[src/rtl/core/nnis_pkg.sv]
package nnis_pkg;

	localparam int MAX_DIM     = 256;
	localparam int DIM_W       = $clog2(MAX_DIM);
	localparam int SIZE_W      = DIM_W + 1;
	localparam int PIX_W       = 24;
	localparam int ADDR_W      = 2 * DIM_W;
	localparam int STORE_DEPTH = MAX_DIM * MAX_DIM;

	// 2*d*src + dst stays below 2*MAX_DIM^2
	localparam int NUM_W = 2 * DIM_W + 1;
	// divisor 2*dst is at most 2*MAX_DIM
	localparam int DEN_W = DIM_W + 2;
	localparam int CNT_W = $clog2(NUM_W);

	localparam int PADDR_W = 4;
	localparam int PDATA_W = 32;

	localparam logic [SIZE_W-1:0] SIZE_RESET = SIZE_W'(MAX_DIM);

	typedef enum logic [1:0] {
		REG_SRC_WIDTH,
		REG_SRC_HEIGHT,
		REG_DST_WIDTH,
		REG_DST_HEIGHT
	} reg_idx_t;

	typedef struct packed {
		logic [SIZE_W-1:0] src_w;
		logic [SIZE_W-1:0] src_h;
		logic [SIZE_W-1:0] dst_w;
		logic [SIZE_W-1:0] dst_h;
	} size_t;

	typedef struct packed {
		logic [DIM_W-1:0] row;
		logic [DIM_W-1:0] col;
	} pos_t;

	typedef enum logic [2:0] {
		ST_IDLE,
		ST_MUL,
		ST_DIV,
		ST_READ,
		ST_PUT
	} state_t;

endpackage

[src/rtl/core/nnis_div.sv]
// restoring divider, one quotient bit per cycle
module nnis_div (
	input  logic                        clk,
	input  logic                        arst_n,
	input  logic                        start,
	input  logic [nnis_pkg::NUM_W-1:0]  num,
	input  logic [nnis_pkg::DEN_W-1:0]  den,
	output logic                        done,
	output logic [nnis_pkg::NUM_W-1:0]  quo
);

	logic                        busy_q, done_q;
	logic [nnis_pkg::CNT_W-1:0]  cnt_q;
	logic [nnis_pkg::NUM_W-1:0]  num_q;
	logic [nnis_pkg::DEN_W-1:0]  den_q;
	logic [nnis_pkg::DEN_W-1:0]  rem_q;
	logic [nnis_pkg::DEN_W:0]    trial;
	logic                        fits;

	assign trial = {rem_q, num_q[nnis_pkg::NUM_W-1]};
	assign fits  = trial >= {1'b0, den_q};

	always_ff @(posedge clk or negedge arst_n) begin
		if (!arst_n) begin
			busy_q <= 1'b0;
			done_q <= 1'b0;
			cnt_q  <= '0;
		end else begin
			done_q <= 1'b0;
			if (start) begin
				busy_q <= 1'b1;
				cnt_q  <= nnis_pkg::CNT_W'(nnis_pkg::NUM_W - 1);
			end else if (busy_q) begin
				cnt_q <= cnt_q - nnis_pkg::CNT_W'(1);
				if (cnt_q == '0) begin
					busy_q <= 1'b0;
					done_q <= 1'b1;
				end
			end
		end
	end

	// quotient bits shift into the numerator register
	always_ff @(posedge clk) begin
		if (start) begin
			num_q <= num;
			den_q <= den;
			rem_q <= '0;
		end else if (busy_q) begin
			num_q <= {num_q[nnis_pkg::NUM_W-2:0], fits};
			if (fits)
				rem_q <= nnis_pkg::DEN_W'(trial - {1'b0, den_q});
			else
				rem_q <= trial[nnis_pkg::DEN_W-1:0];
		end
	end

	assign done = done_q;
	assign quo  = num_q;

endmodule

[config.mk]
export PLATFORM = sky130hd
export DESIGN_NAME = nnis_div
export DESIGN_NICKNAME = d
export VERILOG_FILES = /design/src/rtl/core/nnis_pkg.sv /design/src/rtl/core/nnis_div.sv
export SDC_FILE = /design/constraint.sdc
export NUM_CORES = 1
export LEC_CHECK = 0
export BUFFER_PORTS_ARGS = -buffer_cell sky130_fd_sc_hd__buf_2
export CAP_MARGIN = 10
export CELL_PAD_IN_SITES_DETAIL_PLACEMENT = 0
export CELL_PAD_IN_SITES_GLOBAL_PLACEMENT = 1
export CORE_ASPECT_RATIO = 1.5
export CORE_MARGIN = 2
export CORE_UTILIZATION = 40
export CTS_CLUSTER_DIAMETER = 80
export DETAILED_ROUTE_END_ITERATION = 10
export MAX_ROUTING_LAYER = met4
export PLACE_DENSITY = 0.83
export SETUP_SLACK_MARGIN = 0.3
export SLEW_MARGIN = 25
export SYNTH_ARGS = -nofsm -noshare
export SYNTH_HDL_FRONTEND = slang
export SYNTH_SLANG_ARGS = --single-unit
[constraint.sdc]
create_clock -name clk -period 3 [get_ports clk]
set_input_delay 0 -clock clk [delete_from_list [all_inputs] [get_ports clk]]
set_output_delay 0 -clock clk [all_outputs]
set_load 0.02 [all_outputs]
==> results.cfg, run 1 <==
[yosys]
synth.most_common_cell = sky130_fd_sc_hd__edfxtp_1
synth_top_area_share_pct = 35.8
synth_ff_type = sky130_fd_sc_hd__edfxtp_1
synth.largest_area_cell = sky130_fd_sc_hd__edfxtp_1
count_of_state_elements_after_synthesis = 44
synth_compound_area_share_pct = 11.5
synth_seq_area_share_pct = 52.4
synth_edf_count = 27
average_cell_area_after_synthesis_um2 = 11.6
synth-adder-area-share_pct = 7.51
asyncSetResetFlopFracSynth_pct = 15.9
synthesis.yosys.warnings = 0
synth.mux.area_fraction_pct = 8.45
synthDistinctLibCells = 42
synth_cells = 196
synth_xor_area_share_pct = 3.87
synth_fp_nets = 239
syn_area_mm2 = 0.00226
main_area_contributors_after_synthesis = sky130_fd_sc_hd__edfxtp_1 (36%), sky130_fd_sc_hd__dfxtp_1 (8.8%), sky130_fd_sc_hd__mux2_2 (8.5%)
yosys-top-cells-count = sky130_fd_sc_hd__edfxtp_1 (27), sky130_fd_sc_hd__mux2_2 (17), sky130_fd_sc_hd__nand2_1 (15), sky130_fd_sc_hd__inv_1 (14), sky130_fd_sc_hd__nor2_1 (14)
synth_top_family_by_area = simple AND/OR/NAND/NOR gates
yosys.area_share.simple_pct = 12.6

[global_routing]
grt.total_usage_pct = 16.1
global_route_wire_length_before_repair_um = 7400
groute.layer.met1.usage_pct = 17.4
grt-ovfl-total = 0
use_met3_pct = 2.92
grt_pass1_vias = 1639
grt_start_max_net_pins = 32
initial_antenna_violation_count = 0
use_met2_pct = 28.0
grt_busiest_layer = met2

[outcome]
status = finished clean

[power_and_ir_drop]
total_leakage_power_nw = 1.27
fraction_of_power_consumed_by_the_clock_network_pct = 20.0
total_switching_power_mw = 0.841
vdd_ir_drop_max_uv = 331
int_pwr_mw = 1.48
power.share.combinational_pct = 40.8
power-per-cell-area_mw_per_mm2 = 799
sequentialPowerShare_pct = 39.2
sw_frac_of_total_pct = 36.3

[sta]
max_freq_mhz = 395
worst_hold_slack_ps = 5.00
final_max_slew_viol_count = 0
post-route-min-period_ps = 2530
grt_setup_unrepaired = false
report.final.hold_viol_count = 0
finalSetupTns_ps = 0
finalClockSkew_ps = 5.82
finalSetupViolations = 0
worstMarginPinSlew_ps = 658
timing.final.crit_share_pct = 84.4
slew_headroom_pct = 56.1

[critical_path]
cp_data_arrival_time_ps = 2700
timing.critical_path.fanout_max = 3
worst_path_largest_cell_delay_ps = 420
worst-endpoint-required_ps = 3170
crit_path_cell_trace = inv_1, ha_1, inv_1, fa_1, a211oi_1, nor3_1, o31a_1, or3_1, nand3_1, a311oi_1
critPathMostFrequentCell = sky130_fd_sc_hd__inv_1
cpLargestDelayFamily = compound AO/OA/AOI/OAI gates
worst_setup_path_start_kind = flop
crit_path_end_kind = flop
worstPathBufferInverterCount = 2
critical_path_class = flop to flop
crit_path_top_delay_cell = sky130_fd_sc_hd__edfxtp_1

[placement]
port_buffers = 47
routabilityCongestion = 0.826
dpl.hpwl_um = 3360
placed_cells_incl_taps = 307

[cts]
hold_buffers = 20
insertion_delay_ps = 300
clock_sinks = 44
post_cts_resized = 0
post_cts.repair.setup_buffers = 0
numCtsBuffers = 5
cts_tree = yes
htree_levels = 2
root_buffer = sky130_fd_sc_hd__clkbuf_8
worst_setup_hold_path_clk_slew_ps = 90
clock_tree.buffer_depth = 2

[routing]
vias = 1719
post_drt_wl_per_cell_um = 14.3
vias_per_cell = 5.12
length_of_the_first_detailed_routing_pass_in_iterations = 4
drc = 0
routed_wl_um = 4790
initialDrtViolationCount = 61
antenna_viol_nets_final = 0

[finish]
fillerInstances = 502
non_filler_instance_count_after_layout = 336
area_growth_syn_to_layout_pct = 28.0
diodes = 0
num-nets-final = 308
drive_above_1_share_pct = 29.7

[floorplanning]
die_width_um = 65.4
design.die.area_mm2 = 0.00629
starting_density_of_the_core_pct = 41.6
die_height_um = 96.2
placementRows = 33
fp.coreArea_mm2 = 0.00545
count_of_boundary_i_o_pins = 48

[run]
cap_violations = 0

[min_path]
timing.hold.worst.class = input port to flop
[flip-flops by register name (all words and copies together), names as in the netlist]
| register | cells |
|---|---|
| quo | 17 |
| rem_q | 10 |
| cnt_q | 5 |
| busy_q | 1 |
| den_q | 10 |
| done | 1 |
[per-stage QoR]
stage               util, %  cell area, um^2  power (mW)  setup WS (ps)
CTS                    53.0             2890        2.34            439
global route           53.2             2900        2.49            311
detailed placement     47.2             2570        1.85            458
finish                 53.2             2900        2.32            469
global placement       47.2             2570        1.83            520
floorplan                 -             2260        1.61            523
[worst paths after layout]
path	from	endpoint	slack (ps)	cells past startpoint
setup / recovery	quo[16]$_DFFE_PP_	rem_q[8]$_SDFFE_PP0P_	470	10
hold / removal	num[14]	quo[14]$_DFFE_PP_	5	2
setup reg to reg	quo[16]$_DFFE_PP_	rem_q[8]$_SDFFE_PP0P_	470	10
hold reg to reg	rem_q[4]$_SDFFE_PP0P_	rem_q[5]$_SDFFE_PP0P_	510	2
max in group asynchronous	arst_n	busy_q$_DFF_PN0_	2790	2
min in group asynchronous	arst_n	cnt_q[3]$_DFFE_PN0P_	50	2
[cells in the final DEF, fill, tap and decap left out, types with 4 or more instances in the layout]
cell type	instances
sky130_fd_sc_hd__a21o_1	6
sky130_fd_sc_hd__buf_2	47
sky130_fd_sc_hd__nand2_1	15
sky130_fd_sc_hd__dfrtp_1	7
sky130_fd_sc_hd__xnor2_1	5
sky130_fd_sc_hd__dlygate4sd3_1	21
sky130_fd_sc_hd__ha_1	12
sky130_fd_sc_hd__a211oi_1	4
sky130_fd_sc_hd__a311oi_1	5
sky130_fd_sc_hd__edfxtp_1	27
sky130_fd_sc_hd__mux2_2	17
sky130_fd_sc_hd__nand3_1	4
sky130_fd_sc_hd__nor3_1	4
sky130_fd_sc_hd__dfxtp_1	10
sky130_fd_sc_hd__clkbuf_8	5
sky130_fd_sc_hd__nor2_1	14
sky130_fd_sc_hd__xor2_1	5
sky130_fd_sc_hd__inv_1	14
[power by group through the flow]
| stage | clock network (mW) | logic (mW) | registers (mW) |
|---|---|---|---|
| finish | 0.463 | 0.945 | 0.909 |
| global route | 0.503 | 1.06 | 0.928 |
| global placement | 0 | 0.910 | 0.918 |
| CTS | 0.477 | 0.954 | 0.909 |
| detailed placement | 0 | 0.928 | 0.922 |
| floorplan | 0 | 0.639 | 0.971 |
[logic make-up after synthesis]
kind of cell               count (synthesis)
xor gates and xnor gates                  10
muxes                                     17
and+or+nand+nor                           55
DFF                                       44
adders and majority gates                 13
buffers and inverters                     22
AOI/OAI and AO/OA                         35
[layer usage]
| layer | part of all wire, % | wire length [um] | vias to the layer above |
|---|---|---|---|
| met5 | 0 | 0 | - |
| met1 | 39 | 1890 | 827 |
| met3 | 3.0 | 144 | 8 |
| met2 | 56 | 2670 | 34 |
| met4 | 1.7 | 83 | 0 |
| li1 | - | - | 850 |
[final cells by class]
| cell class | instances | area (um^2) | share of cell area (%) |
|---|---|---|---|
| clock buffers | 5 | 68.8 | 2.37 |
| clock inverters | 3 | 47.5 | 1.64 |
| inverters | 14 | 52.6 | 1.81 |
| multi-input cells | 130 | 996 | 34.4 |
| flip-flops and latches | 44 | 1190 | 40.9 |
| well taps | 70 | 87.6 | 3.02 |
| repair buffers | 70 | 460 | 15.9 |
[worst reg2reg max path: cells and delay by family (launching register included)]
| kind | cells | cell delay (ps) |
|---|---|---|
| and+or+nand+nor | 3 | 480 |
| buffers and inverters | 2 | 140 |
| adders and majority gates | 2 | 580 |
| DFF | 1 | 420 |
| AOI/OAI and AO/OA | 3 | 770 |
(Power assumes the default switching activity.)
==> run 2: changes to the inputs <==
ABC_AREA = 1   (was default)
PLACE_DENSITY = 0.86   (was 0.83)
clock period = 2.6 ns   (was 3 ns; I/O delays follow)
==> results.cfg, run 2 <==
[global_routing]
global_route_wire_length_before_repair_um = 9920
grt-ovfl-total = 0
grt_start_max_net_pins = 24
grt_pass1_vias = 2168
grt.total_usage_pct = 19.6
initial_antenna_violation_count = 0

[routing]
vias = 2173
antenna_viol_nets_final = 0
vias_per_cell = 4.73
post_drt_wl_per_cell_um = 13.0
length_of_the_first_detailed_routing_pass_in_iterations = 4
routed_wl_um = 5990
drc = 0
initialDrtViolationCount = 78

[critical_path]
crit-reg2reg-launch = den_q[2]$_DFFE_PP_
worstRegToRegCells = 11
worst-endpoint-required_ps = 2820
crit_path_end_kind = flop
cp_data_arrival_time_ps = 2220
timing.critical_path.fanout_max = 13
worst_setup_path_start_kind = flop
setup.reg_to_reg.worst_slack_ps = 600
critical_path_class = flop to flop
worst_setup_path_startpoint = den_q[2]$_DFFE_PP_

[sta]
finalSetupViolations = 0
post-route-min-period_ps = 2000
max_freq_mhz = 500
finalSetupTns_ps = 0
finalClockSkew_ps = 5.65
slew_headroom_pct = 40.4
final_max_slew_viol_count = 0
worst_hold_slack_ps = 45.9
timing.final.crit_share_pct = 76.9
worstMarginPinSlew_ps = 892
report.final.hold_viol_count = 0
grt_setup_unrepaired = false

[floorplanning]
design.die.area_mm2 = 0.00697
fp.coreArea_mm2 = 0.00613
die_width_um = 68.9
placementRows = 35
die_height_um = 101
count_of_boundary_i_o_pins = 48
starting_density_of_the_core_pct = 41.2

[finish]
most_common_library_cell_in_the_layout_ignoring_fill_and_taps = sky130_fd_sc_hd__nand2_1
mostFrequentLayoutCells = sky130_fd_sc_hd__nand2_1 (120), sky130_fd_sc_hd__inv_1 (48), sky130_fd_sc_hd__buf_2 (47)
diodes = 0
fillerInstances = 592
seq_area_mm2 = 0.00119
num-nets-final = 427
largest_reg_flops = 17
area_growth_syn_to_layout_pct = 25.9
multi_input_area_mm2 = 0.00110
drive_above_1_share_pct = 19.7

[cts]
post_cts.repair.setup_buffers = 0
insertion_delay_ps = 300
numCtsBuffers = 5
htree_levels = 2
cts_tree = yes
clock_tree.buffer_depth = 2
root_buffer = sky130_fd_sc_hd__clkbuf_8
clock_sinks = 44
post_cts_resized = 0
worst_setup_hold_path_clk_slew_ps = 90

[yosys]
synth_fp_nets = 351
asyncSetResetFlopFracSynth_pct = 15.9
synth.largest_area_cell = sky130_fd_sc_hd__edfxtp_1
synth_top_area_share_pct = 32.1
synth_edf_count = 27
synth_cells = 308
synth_ff_type = sky130_fd_sc_hd__edfxtp_1
yosys-top-cells-count = sky130_fd_sc_hd__nand2_1 (120), sky130_fd_sc_hd__inv_1 (48), sky130_fd_sc_hd__edfxtp_1 (27), sky130_fd_sc_hd__nand3_1 (17), sky130_fd_sc_hd__nor2_1 (13)
main_area_contributors_after_synthesis = sky130_fd_sc_hd__edfxtp_1 (32%), sky130_fd_sc_hd__nand2_1 (18%), sky130_fd_sc_hd__dfxtp_1 (7.9%)
synth.most_common_cell = sky130_fd_sc_hd__nand2_1
count_of_state_elements_after_synthesis = 44
average_cell_area_after_synthesis_um2 = 8.19
syn_area_mm2 = 0.00252
synth_seq_area_share_pct = 47.0
synthDistinctLibCells = 32
synthesis.yosys.warnings = 0

[power_and_ir_drop]
fraction_of_power_consumed_by_the_clock_network_pct = 14.9
power-per-cell-area_mw_per_mm2 = 979
total_leakage_power_nw = 1.67
power.share.combinational_pct = 50.3
sequentialPowerShare_pct = 34.9
vdd_ir_drop_max_uv = 514
sw_frac_of_total_pct = 43.3
total_switching_power_mw = 1.35
int_pwr_mw = 1.76

[run]
cap_violations = 0

[placement]
port_buffers = 47
dpl.hpwl_um = 4300
routabilityCongestion = 0.881

[outcome]
status = finished clean

[min_path]
timing.hold.worst.class = input port to async pin
## run 2: final timing paths
path	endpoint
worst max-delay path	rem_q[2]$_SDFFE_PP0P_
worst min-delay path	cnt_q[1]$_DFFE_PN0P_
worst max register to register	rem_q[2]$_SDFFE_PP0P_
worst min register to register	rem_q[6]$_SDFFE_PP0P_
max in group asynchronous	cnt_q[0]$_DFFE_PN0P_
min in group clk	quo[0]$_DFFE_PP_
## run 2: layer usage
metal,track usage (%),share of wire (%)
met1,22.1,41
met2,34.3,53
met3,3.11,3.8
met4,6.64,2.4
met5,-,0
## run 2: critical path, cell delays in order, from the launching register on
cell and delay [ps]:
sky130_fd_sc_hd__edfxtp_1 340, sky130_fd_sc_hd__inv_1 50, sky130_fd_sc_hd__ha_1 370, sky130_fd_sc_hd__nand2_1 110, sky130_fd_sc_hd__nor2_1 70, sky130_fd_sc_hd__nand2_1 110
sky130_fd_sc_hd__nor2_4 50, sky130_fd_sc_hd__nor2_4 370, sky130_fd_sc_hd__nand2_4 160, sky130_fd_sc_hd__nand2_1 90, sky130_fd_sc_hd__nand3_1 90, sky130_fd_sc_hd__o21ai_0 120
## run 2: metrics by stage
| stage | cells | instance area [um^2] | worst slack (ps) | power, mW | util, % |
|---|---|---|---|---|---|
| floorplan | 308 | 2520 | 801 | 2.29 | - |
| global placement | 424 | 2810 | 640 | 2.61 | 45.9 |
| detailed placement | 424 | 2810 | 589 | 2.62 | 45.9 |
| CTS | 459 | 3180 | 577 | 3.12 | 51.8 |
| global route | 459 | 3180 | 427 | 3.37 | 51.8 |
| finish | 459 | 3180 | 600 | 3.11 | 51.8 |
## run 2: area by class of cell
type | instances | area share, %
tap | 74 | 2.91
clock inverter | 1 | 0.236
multi-input combinational | 208 | 34.6
clock buffer | 7 | 2.72
inverter | 49 | 5.79
sequential | 44 | 37.3
timing repair buffer | 76 | 16.4
## run 2: power by group through the flow
stage               clock [mW]  sequential, mW  combinational [mW]
floorplan                    0            1.14                1.15
global placement             0            1.09                1.52
detailed placement           0            1.09                1.53
CTS                      0.473            1.08                1.57
global route             0.501            1.11                1.76
finish                   0.463            1.08                1.56
## run 2: logic make-up (layout without fill, tap and decap cells)
| family | after synthesis | count (layout) | synth area share, % |
|---|---|---|---|
| simple gates | 175 | 175 | 32.0 |
| fa+ha+maj | 13 | 13 | 6.74 |
| buf+inv | 56 | 133 | 9.42 |
| flops | 44 | 44 | 47.0 |
| compound gates | 17 | 17 | 3.82 |
| xor+xnor | 3 | 3 | 1.04 |
## run 2: repair_timing
item                       CTS  global route
hold buffers                27             0
setup endpoints to repair    0             0
hold endpoints to repair    33             0
