File: src/rtl/core/nnis_pkg.sv
package nnis_pkg;

	localparam int MAX_DIM     = 256;
	localparam int DIM_W       = $clog2(MAX_DIM);
	localparam int SIZE_W      = DIM_W + 1;
	localparam int PIX_W       = 24;
	localparam int ADDR_W      = 2 * DIM_W;
	localparam int STORE_DEPTH = MAX_DIM * MAX_DIM;

	// 2*d*src + dst stays below 2*MAX_DIM^2
	localparam int NUM_W = 2 * DIM_W + 1;
	// divisor 2*dst is at most 2*MAX_DIM
	localparam int DEN_W = DIM_W + 2;
	localparam int CNT_W = $clog2(NUM_W);

	localparam int PADDR_W = 4;
	localparam int PDATA_W = 32;

	localparam logic [SIZE_W-1:0] SIZE_RESET = SIZE_W'(MAX_DIM);

	typedef enum logic [1:0] {
		REG_SRC_WIDTH,
		REG_SRC_HEIGHT,
		REG_DST_WIDTH,
		REG_DST_HEIGHT
	} reg_idx_t;

	typedef struct packed {
		logic [SIZE_W-1:0] src_w;
		logic [SIZE_W-1:0] src_h;
		logic [SIZE_W-1:0] dst_w;
		logic [SIZE_W-1:0] dst_h;
	} size_t;

	typedef struct packed {
		logic [DIM_W-1:0] row;
		logic [DIM_W-1:0] col;
	} pos_t;

	typedef enum logic [2:0] {
		ST_IDLE,
		ST_MUL,
		ST_DIV,
		ST_READ,
		ST_PUT
	} state_t;

endpackage

File: src/rtl/core/nnis_cfg.sv
module nnis_cfg (
	input  logic                          clk,
	input  logic                          arst_n,
	input  logic                          psel,
	input  logic                          penable,
	input  logic                          pwrite,
	input  logic [nnis_pkg::PADDR_W-1:0]  paddr,
	input  logic [nnis_pkg::PDATA_W-1:0]  pwdata,
	output logic [nnis_pkg::PDATA_W-1:0]  prdata,
	output logic                          pready,
	output nnis_pkg::size_t               size
);

	logic [nnis_pkg::SIZE_W-1:0] src_w_q, src_h_q, dst_w_q, dst_h_q;
	nnis_pkg::reg_idx_t          idx;
	logic                        wr_en;
	logic [nnis_pkg::SIZE_W-1:0] rd_val;

	function automatic logic [nnis_pkg::SIZE_W-1:0] eff(input logic [nnis_pkg::SIZE_W-1:0] v);
		logic [nnis_pkg::SIZE_W-1:0] r;
		r = v;
		if (v == '0)
			r = nnis_pkg::SIZE_W'(1);
		else if (v > nnis_pkg::SIZE_RESET)
			r = nnis_pkg::SIZE_RESET;
		return r;
	endfunction

	assign idx    = nnis_pkg::reg_idx_t'(paddr[3:2]);
	assign wr_en  = psel && penable && pwrite;
	assign pready = 1'b1;

	always_ff @(posedge clk or negedge arst_n) begin
		if (!arst_n) begin
			src_w_q <= nnis_pkg::SIZE_RESET;
			src_h_q <= nnis_pkg::SIZE_RESET;
			dst_w_q <= nnis_pkg::SIZE_RESET;
			dst_h_q <= nnis_pkg::SIZE_RESET;
		end else if (wr_en) begin
			case (idx)
				nnis_pkg::REG_SRC_WIDTH:  src_w_q <= pwdata[nnis_pkg::SIZE_W-1:0];
				nnis_pkg::REG_SRC_HEIGHT: src_h_q <= pwdata[nnis_pkg::SIZE_W-1:0];
				nnis_pkg::REG_DST_WIDTH:  dst_w_q <= pwdata[nnis_pkg::SIZE_W-1:0];
				nnis_pkg::REG_DST_HEIGHT: dst_h_q <= pwdata[nnis_pkg::SIZE_W-1:0];
				default: ;
			endcase
		end
	end

	always_comb begin
		case (idx)
			nnis_pkg::REG_SRC_WIDTH:  rd_val = src_w_q;
			nnis_pkg::REG_SRC_HEIGHT: rd_val = src_h_q;
			nnis_pkg::REG_DST_WIDTH:  rd_val = dst_w_q;
			nnis_pkg::REG_DST_HEIGHT: rd_val = dst_h_q;
			default:                  rd_val = '0;
		endcase
	end

	assign prdata = nnis_pkg::PDATA_W'(rd_val);

	// out-of-range sizes: 0 acts as 1, above max acts as max
	assign size.src_w = eff(src_w_q);
	assign size.src_h = eff(src_h_q);
	assign size.dst_w = eff(dst_w_q);
	assign size.dst_h = eff(dst_h_q);

endmodule

File: config.mk
export PLATFORM = sky130hd
export DESIGN_NAME = nnis_cfg
export DESIGN_NICKNAME = d
export VERILOG_FILES = /design/src/rtl/core/nnis_pkg.sv /design/src/rtl/core/nnis_cfg.sv
export SDC_FILE = /design/constraint.sdc
export NUM_CORES = 1
export LEC_CHECK = 0
export BUFFER_PORTS_ARGS = -buffer_cell sky130_fd_sc_hd__buf_2
export CAP_MARGIN = 20
export CORE_MARGIN = 2
export CORE_UTILIZATION = 50
export CTS_BUF_LIST = sky130_fd_sc_hd__clkbuf_2
export CTS_CLUSTER_DIAMETER = 40
export CTS_CLUSTER_SIZE = 20
export DETAILED_ROUTE_END_ITERATION = 8
export GPL_ROUTABILITY_DRIVEN = 0
export GPL_TIMING_DRIVEN = 1
export PLACE_DENSITY = 0.93
export SYNTH_ARGS = -nofsm -noshare
export SYNTH_HDL_FRONTEND = slang
export SYNTH_SLANG_ARGS = --single-unit
export TNS_END_PERCENT = 50
File: constraint.sdc
create_clock -name clk -period 3.1 [get_ports clk]
set_clock_uncertainty 0.1 [all_clocks]
set_input_delay 0.155 -clock clk [delete_from_list [all_inputs] [get_ports clk]]
set_output_delay 0.155 -clock clk [all_outputs]
set_load 0.02 [all_outputs]
==> reports/results.ini, run 1 <==
[outcome]
status=finished clean

[power]
peakVddDrop_v=0.0004333
p_switching_mw=0.6679
swShare_pct=41.46
p_int_mw=0.9431
clkPwrFrac_pct=13.1
p_comb_share_pct=41.7
pwr-share-seq_pct=45.2
power_leakage_nw=1.227
powerDensity_nw_per_um2=652.9

[setup_path]
start_kind=flip-flop
critical_path_arrival_ns=1.60
rrSetupSlack_ns=2.05
reg2reg_from=src_h_q[8]
reg2reg_to=src_h_q[8]
cp_max_fo=4
path_class=reg2out
reg2regPathDepth=1
cp-end-kind=output pin
critPathLaunch=dst_w_q[3]
cp-endpoint=size[9]
cp.required_ns=2.84

[clock_network]
clk_latency_ns=0.38
numCtsBuffers=5
cts_tree=built
clock_tree.buffer_depth=2
clk_pin_slew_ns=0.17
cts_sinks=36
postCtsHoldBufs=10
cts-root-buf=clkbuf_2
postCtsSetupBuffers=0
cts_resized=0
cts.htree.levels=2

[floorplanning]
die_y_um=69.05
ios=110
initial_core_util_pct=52.52
die_w_um=69.05
die_area_um2=4768
coreArea_um2=4029
rows=23

[synth]
synth-edff-count=0
yosys-top-cells-area=dfrtp_1 38%, mux2_2 19%, mux4_1 11%
synth_most_common_cell=mux2_2
synthTopCellsByCount=36 x mux2_2, 32 x dfrtp_1, 28 x nor2b_1
yosys.area.top_type_share_pct=37.85
ys_warn_count=0
synth-seq-cells=36
ys.flop_type=dfrtp_1
synth_cell_types=19
synth_top_cell_by_area=dfrtp_1
syn_area_per_cell_um2=12.59
synthCells=168
syn_area_um2=2116
ys_seq_area_share_pct=42.81
async_flop_share_pct=100.0

[global_route]
track_usage_pct=20.84
grt_max_degree=37
grt_pass1_wl_um=7645
grt_antenna_before_repair=0
grt_pass1_vias=1470
grt_overflow_total=0

[detailed_routing]
antenna_left=0
wl_per_cell_um=17.27
drt_first_pass_iters=5
routed_wl_um=4905
drt_iter0_drc=52
viasPerCell=5.419
drc=0
num_vias=1539

[cells_and_area]
nets=274
fill_cells=326
antennaDiodeCount=0
multi_input_area_um2=1052
drive_gt1_share_pct=47.86
area_growth_pct=16.62
seq_area_um2=905.9

[sta]
period_share_pct=59.70
final_hold_viol_count=0
timing.final.crit_period_ns=1.851
max_slew.worst_pin.slew_ns=0.7819
max_freq_mhz=540.3
max-slew-margin-rel_pct=47.87
tns_ns=0
slew_violations=0
setup_viol=0
rsz0062_at_grt=false
setup_slack_ns=1.249

[placed_design]
portBuffers=60
pre_cts_ws_ns=1.494

[worst_hold_path]
hp-class=in2reg

[flow_run]
maxCapViolations=0

[per-stage QoR]
stage | area (um2) | total power, mW | hold WS, ns | cells | utilization [%]
after floorplan | 2198 | 1.183 | -0.2406 | 190 | -
after global placement | 2328 | 1.373 | 0.1622 | 266 | 57.79
final | 2467 | 1.611 | 0.2521 | 284 | 61.24
after CTS | 2467 | 1.611 | 0.2282 | 284 | 61.24
after global routing | 2467 | 1.692 | 0.2543 | 284 | 61.24
after detailed placement | 2328 | 1.395 | 0.1725 | 266 | 57.79
[flip-flops by register name, indices dropped and copies added (netlist names)]
register / cells
dst_h_q: 9
src_h_q: 9
src_w_q: 9
dst_w_q: 9
[area by class of cell]
class                   instances  area share, %
multi-input cells             119          42.65
repair buffers                 71          16.53
clock buffers                   7          1.420
clock inverters                 1         0.1521
well taps                      50          2.535
flip-flops and latches         36          36.71
[worst max-delay path: stages, from the launching register on]
cell and delay [ns]:
dfrtp_1 0.46, nor4_1 0.31, a21oi_1 0.10, nor2_1 0.15, buf_2 0.19
[how the worst min path moves through the flow]
stage / endpoint / start / slack [ns] / cells after the start
CTS: src_w_q[5] / penable / 0.23 / 4
finish: src_w_q[8] / penable / 0.25 / 4
floorplan: dst_h_q[0] / arst_n / -0.24 / 0
detailed placement: src_h_q[1] / arst_n / 0.17 / 1
global placement: src_h_q[1] / arst_n / 0.16 / 1
global route: src_w_q[3] / penable / 0.25 / 4
[power groups by stage]
stage	combinational, mW	sequential (mW)	clock (mW)
floorplan	0.526	0.657	0
global placement	0.646	0.728	0
detailed placement	0.659	0.735	0
CTS	0.672	0.726	0.213
global route	0.712	0.747	0.233
finish	0.671	0.728	0.211
[routing by layer]
layer / GRT usage [%] / vias up / wire length [um]
met5: 0 / - / 0
met4: 6.318 / 0 / 51
met3: 4.240 / 6 / 326
met2: 35.26 / 83 / 2468
met1: 27.03 / 769 / 2060
li1: - / 681 / -
[placed cells by master (no fill, tap or decap), drive strengths merged]
cell type,instances
clkinv,1
dfrtp,32
a21oi,4
nor3b,1
dlygate4sd3,10
nand3b,1
nor2b,28
clkbuf,7
nor2,4
nand3,2
nor4,4
conb,24
nor3,5
mux4,9
dfstp,4
and3,1
mux2,36
buf,61
[logic make-up after synthesis]
logic type / after synthesis / share of synthesized area (%)
flip-flops: 36 / 42.81
buffers and inverters: 35 / 11.35
AO/OA/AOI/OAI: 4 / 0.9462
multiplexers: 45 / 30.34
AND/OR/NAND/NOR: 46 / 14.19
other: 2 / 0.3550
(Power assumes the default switching activity.)
==> inputs of run 2 (changes only) <==
Settings changed: CORE_UTILIZATION 50 to 42, PLACE_DENSITY 0.93 to 0.84.
Clock period 3.1 ns to 1.6 ns, I/O delays scaled along.
==> run 2 against run 1 <==
Effect of this change: highest routed layer unchanged; sequential power rose by 88%; via count up 3.1%; the flow now finishes with violations (setup timing); setup slack got worse by 1.4 ns; cell area is 9.8% higher; non-clock buffer count up 21; wire length increased by 9.8%; die area rose by 18%; count of clock-buffer cells in the layout fell by 1.
==> reports/results.ini, run 2 (synthesis gave the netlist of run 1 again) <==
[clock_network]
clk_pin_slew_ns=0.19  ; was 0.17 ns
clk_latency_ns=0.40  ; was 0.38 ns
numCtsBuffers=5  ; unchanged
cts-root-buf=clkbuf_2  ; unchanged
cts_tree=built  ; unchanged
clock_tree.buffer_depth=2  ; unchanged
cts.htree.levels=2  ; unchanged
cts_sinks=36  ; unchanged

[worst_hold_path]
hp-class=in2async  ; was in2reg

[power]
p_switching_mw=1.390  ; was 0.6679 mW
clkPwrFrac_pct=11.5  ; was 13.1%
p_comb_share_pct=48.3  ; was 41.7%
power_mw=3.415  ; was 1.611 mW
powerDensity_nw_per_um2=1261  ; was 652.9 nW/um2
swShare_pct=40.71  ; was 41.46%
power_leakage_nw=1.313  ; was 1.227 nW
pwr-share-seq_pct=40.2  ; was 45.2%
p_int_mw=2.025  ; was 0.9431 mW
peakVddDrop_v=0.0007560  ; was 0.0004333 V

[detailed_routing]
drt_iter0_drc=54  ; was 52
drt_first_pass_iters=4  ; was 5
num_vias=1587  ; was 1,539
antenna_left=0  ; unchanged
wl_per_cell_um=16.72  ; was 17.27 um
routed_wl_um=5385  ; was 4905 um
viasPerCell=4.929  ; was 5.419
drc=0  ; unchanged

[cells_and_area]
layout_commonest_cell=buf_2  ; unchanged
area_growth_pct=28.03  ; was 16.62%
fin_cells=322  ; was 284
fill_cells=412  ; was 326
antennaDiodeCount=0  ; unchanged
drive_gt1_share_pct=56.86  ; was 47.86%
nets=295  ; was 274
layout_common_cells=51 x buf_2, 36 x mux2_2, 30 x dfrtp_1  ; was 60 x buf_2, 36 x mux2_2, 32 x dfrtp_1

[setup_path]
cp-end-kind=output pin  ; unchanged
critPathMaxStageDelay_ns=0.46  ; about the same
path_cells=nor4_2 > a21oi_1 > nor2_1 > buf_4  ; was nor4_1 > a21oi_1 > nor2_1 > buf_2
critical_path_arrival_ns=1.57  ; was 1.60 ns
slowest_stage=dfrtp_1  ; unchanged
cp.required_ns=1.42  ; was 2.84 ns
start_kind=flip-flop  ; unchanged
rrSetupSlack_ns=0.56  ; was 2.05 ns
path_class=reg2out  ; unchanged
cp_max_fo=4  ; unchanged

[global_route]
grt_max_degree=37  ; unchanged
track_usage_pct=19.71  ; was 20.84%
grt_overflow_total=0  ; unchanged
grt_pass1_wl_um=7962  ; was 7645 um
grt_antenna_before_repair=0  ; unchanged
grt_pass1_vias=1470  ; unchanged

[floorplanning]
coreArea_um2=4786  ; was 4029 um2
initial_core_util_pct=44.21  ; was 52.52%
ios=110  ; unchanged
die_w_um=74.98  ; was 69.05 um
die_y_um=74.98  ; was 69.05 um
die_area_um2=5621  ; was 4768 um2
rows=25  ; was 23

[flow_run]
maxCapViolations=0  ; unchanged

[placed_design]
hpwl_um=3450
portBuffers=60  ; unchanged
placed_cells=286  ; was 266

[sta]
max_freq_mhz=572.9
timing.final.crit_period_ns=1.746
setup_viol=12  ; was 0
setup_slack_ns=-0.1455  ; was 1.249 ns
period_share_pct=109.1
final_hold_viol_count=0  ; unchanged
whs_ns=0.1108  ; was 0.2521 ns
slew_violations=0  ; unchanged
rsz0062_at_grt=true  ; was false

[outcome]
violations=setup timing
status=finished with violations  ; was finished clean

run 2: cell count changes in the layout (fill, tap and decap cells not counted), sizes merged:
cell,change
clkbuf,-1
buf,+21
clkinv,+1
run 2: worst max-delay path: cells and delay by family (launching register included):
| family | cells | cell delay [ns] |
|---|---|---|
| buf+inv | 1 | 0.17 |
| simple gates | 2 | 0.45 |
| flops | 1 | 0.46 |
| compound gates | 1 | 0.10 |
run 2: power by group through the flow:
| stage | logic (mW) | registers, mW | clock network [mW] |
|---|---|---|---|
| floorplan | 1.02 | 1.27 | 0 |
| global placement | 1.26 | 1.41 | 0 |
| detailed placement | 1.28 | 1.42 | 0 |
| CTS | 1.54 | 1.34 | 0.409 |
| global route | 1.76 | 1.40 | 0.444 |
| finish | 1.65 | 1.37 | 0.392 |
run 2: path summary, 6_finish.rpt:
path | start | endpoint | cells past startpoint
max | dst_w_q[4] | size[9] | 4
min | arst_n | src_h_q[1] | 3
max reg2reg | dst_w_q[5] | dst_w_q[5] | 2
min reg2reg | dst_h_q[0] | dst_h_q[0] | 1
max in group asynchronous | arst_n | src_h_q[8] | 3
min in group clk | paddr[3] | dst_h_q[0] | 3
run 2: through the flow:
stage          utilization [%]  setup slack (ns)  setup TNS, ns  instance area [um2]
2_1_floorplan                -            0.2728              0                 2198
3_3_place_gp             49.57            0.1890              0                 2372
3_5_place_dp             49.57            0.1835              0                 2372
4_1_cts                  55.11           -0.1604         -1.455                 2638
5_1_grt                  56.60           -0.2401         -2.028                 2709
6_report                 56.60           -0.1455         -1.064                 2709
run 2: final cells by class:
type	instances	area (um2)	area share [%]
flip-flops and latches	36	908.4	33.53
repair buffers	92	610.6	22.54
well taps	67	83.83	3.095
clock inverters	2	7.507	0.2771
clock buffers	6	30.03	1.109
multi-input cells	119	1069	39.45
run 2: layer usage:
| metal | share of wire, % | routed length, um | GRT usage (%) | vias up |
|---|---|---|---|---|
| met5 | 0 | 0 | 0 | - |
| met4 | 1.2 | 65 | 6.548 | 0 |
| met3 | 9.2 | 494 | 3.079 | 6 |
| met2 | 51 | 2753 | 33.82 | 104 |
| met1 | 38 | 2071 | 25.54 | 766 |
| li1 | - | - | - | 711 |
run 2: repair_timing:
item | CTS | global route
setup buffers | 12 | 6
setup endpoints to repair | 13 | 15
hold buffers | 10 | 0
pin swaps | 4 | 0
hold endpoints to repair | 72 | 0
gates resized for setup | 17 | 12
==> inputs of run 3 (changes only) <==
Settings changed: RECOVER_POWER from default to 25.
==> run 3 against run 2 <==
Effect of this change: the run still ends with setup timing left; cell count did not move; utilization is 0.052 points lower; total power about the same; largest power group unchanged; largest cell class unchanged; critical path depth unchanged; cell area barely moved; clock power about the same; sequential share of layout area barely moved; highest routed layer unchanged.
==> reports/results.ini, run 3 (synthesis gave the netlist of run 1 again) <==
[worst_hold_path]
hp-class=in2reg  ; was in2async

[detailed_routing]
drt_iter0_drc=54  ; unchanged
drt_first_pass_iters=4  ; unchanged
antenna_left=0  ; unchanged
num_vias=1587  ; unchanged
drc=0  ; unchanged
viasPerCell=4.929  ; unchanged
routed_wl_um=5384  ; was 5385 um
wl_per_cell_um=16.72  ; about the same

[setup_path]
cp_max_fo=4  ; unchanged
cp-end-kind=output pin  ; unchanged
start_kind=flip-flop  ; unchanged
cp.required_ns=1.42  ; about the same
critical_path_arrival_ns=1.57  ; about the same
path_class=reg2out  ; unchanged

[sta]
final_hold_viol_count=0  ; unchanged
timing.final.crit_period_ns=1.746  ; unchanged
max_slew.worst_pin.slew_ns=0.8662
setup_viol=12  ; unchanged
setup_slack_ns=-0.1455  ; unchanged
max-slew-margin-rel_pct=42.25
max_freq_mhz=572.9  ; unchanged
tns_ns=-1.064  ; unchanged
rsz0062_at_grt=true  ; unchanged
period_share_pct=109.1  ; unchanged
slew_violations=0  ; unchanged

[cells_and_area]
layout_common_cells=51 x buf_2, 36 x mux2_2, 30 x dfrtp_1  ; unchanged
fin_cells=322  ; unchanged
layout_commonest_cell=buf_2  ; unchanged
utilization_pct=56.55  ; was 56.60%
antennaDiodeCount=0  ; unchanged
nets=295  ; unchanged
drive_gt1_share_pct=56.86  ; unchanged
area_growth_pct=27.91  ; was 28.03%

[global_route]
grt_antenna_before_repair=0  ; unchanged
grt_pass1_wl_um=7962  ; unchanged
grt_pass1_vias=1470  ; unchanged
grt_max_degree=37  ; unchanged
track_usage_pct=19.71  ; unchanged
grt_overflow_total=0  ; unchanged

[placed_design]
portBuffers=60  ; unchanged
pre_cts_ws_ns=0.1835  ; unchanged
hpwl_um=3450  ; unchanged
placed_cells=286  ; unchanged

[power]
peakVddDrop_v=0.0007560  ; about the same
power_leakage_nw=1.313  ; about the same
power_mw=3.414  ; was 3.415 mW
powerDensity_nw_per_um2=1261  ; about the same

[clock_network]
numCtsBuffers=5  ; unchanged
cts-root-buf=clkbuf_2  ; unchanged
clk_pin_slew_ns=0.19  ; about the same
cts.htree.levels=2  ; unchanged
cts_sinks=36  ; unchanged
cts_tree=built  ; unchanged
clk_latency_ns=0.40  ; about the same
clock_tree.buffer_depth=2  ; unchanged

[floorplanning]
initial_core_util_pct=44.21  ; unchanged
rows=25  ; unchanged
die_area_um2=5621  ; unchanged
ios=110  ; unchanged
die_w_um=74.98  ; unchanged
coreArea_um2=4786  ; unchanged
die_y_um=74.98  ; unchanged

[outcome]
status=finished with violations  ; unchanged
violations=setup timing  ; unchanged

[flow_run]
maxCapViolations=0  ; unchanged

==> run 3: cell types whose count changed in the layout (fill, tap and decap cells not counted), sizes merged <==
cell	change
clkbuf	+1
buf	-1
==> run 3: layer usage <==
metal  wire [um]  track usage [%]
met1        2071            25.54
met2        2753            33.82
met3         494            3.079
met4          65            6.548
met5           0                0
==> run 3: area by class of cell <==
| cell class | instances | area, um2 |
|---|---|---|
| clock buffer | 6 | 30.03 |
| clock inverter | 2 | 7.507 |
| fill | 413 | 2079 |
| multi-input combinational | 119 | 1069 |
| sequential | 36 | 908.4 |
| tap | 67 | 83.83 |
| timing repair buffer | 92 | 608.1 |
==> run 3: timing repair <==
item | CTS | global route
pin swaps | 4 | 0
setup endpoints to repair | 13 | 15
gates resized for setup | 17 | 12
endpoints found under the hold margin | 72 | 0
hold buffers | 10 | 0
buffers inserted | 12 | 6
==> run 3: worst max-delay path, stage by stage, from the launching register on <==
cell	delay, ns
dfrtp_1	0.46
nor4_2	0.28
a21oi_1	0.10
nor2_1	0.17
buf_4	0.17
==> run 3: where the power goes <==
part / internal, mW / leakage [nW] / switching (mW) / total (mW)
logic: 0.779 / 0.852 / 0.869 / 1.65
registers: 1.14 / 0.432 / 0.235 / 1.37
clock network: 0.105 / 0.0281 / 0.287 / 0.392
==> run 3: final timing paths <==
| kind | startpoint | end | slack (ns) | cells after the start |
|---|---|---|---|---|
| worst max-delay path | dst_w_q[4] | size[9] | -0.15 | 4 |
| min in group asynchronous | arst_n | src_h_q[1] | 0.27 | 3 |
| max in group asynchronous | arst_n | src_w_q[3] | 0.50 | 3 |
| worst min register to register | dst_h_q[0] | dst_h_q[0] | 0.48 | 1 |
| worst min-delay path | paddr[3] | dst_h_q[0] | 0.12 | 3 |
| worst max register to register | dst_w_q[5] | dst_w_q[5] | 0.56 | 2 |
==> run 3: through the flow <==
step | hold WS [ns] | instance area, um2
floorplan | -0.3156 | 2198
global placement | 0.03391 | 2372
detailed placement | 0.03752 | 2372
CTS | 0.07970 | 2638
global route | 0.08332 | 2706
finish | 0.1172 | 2706
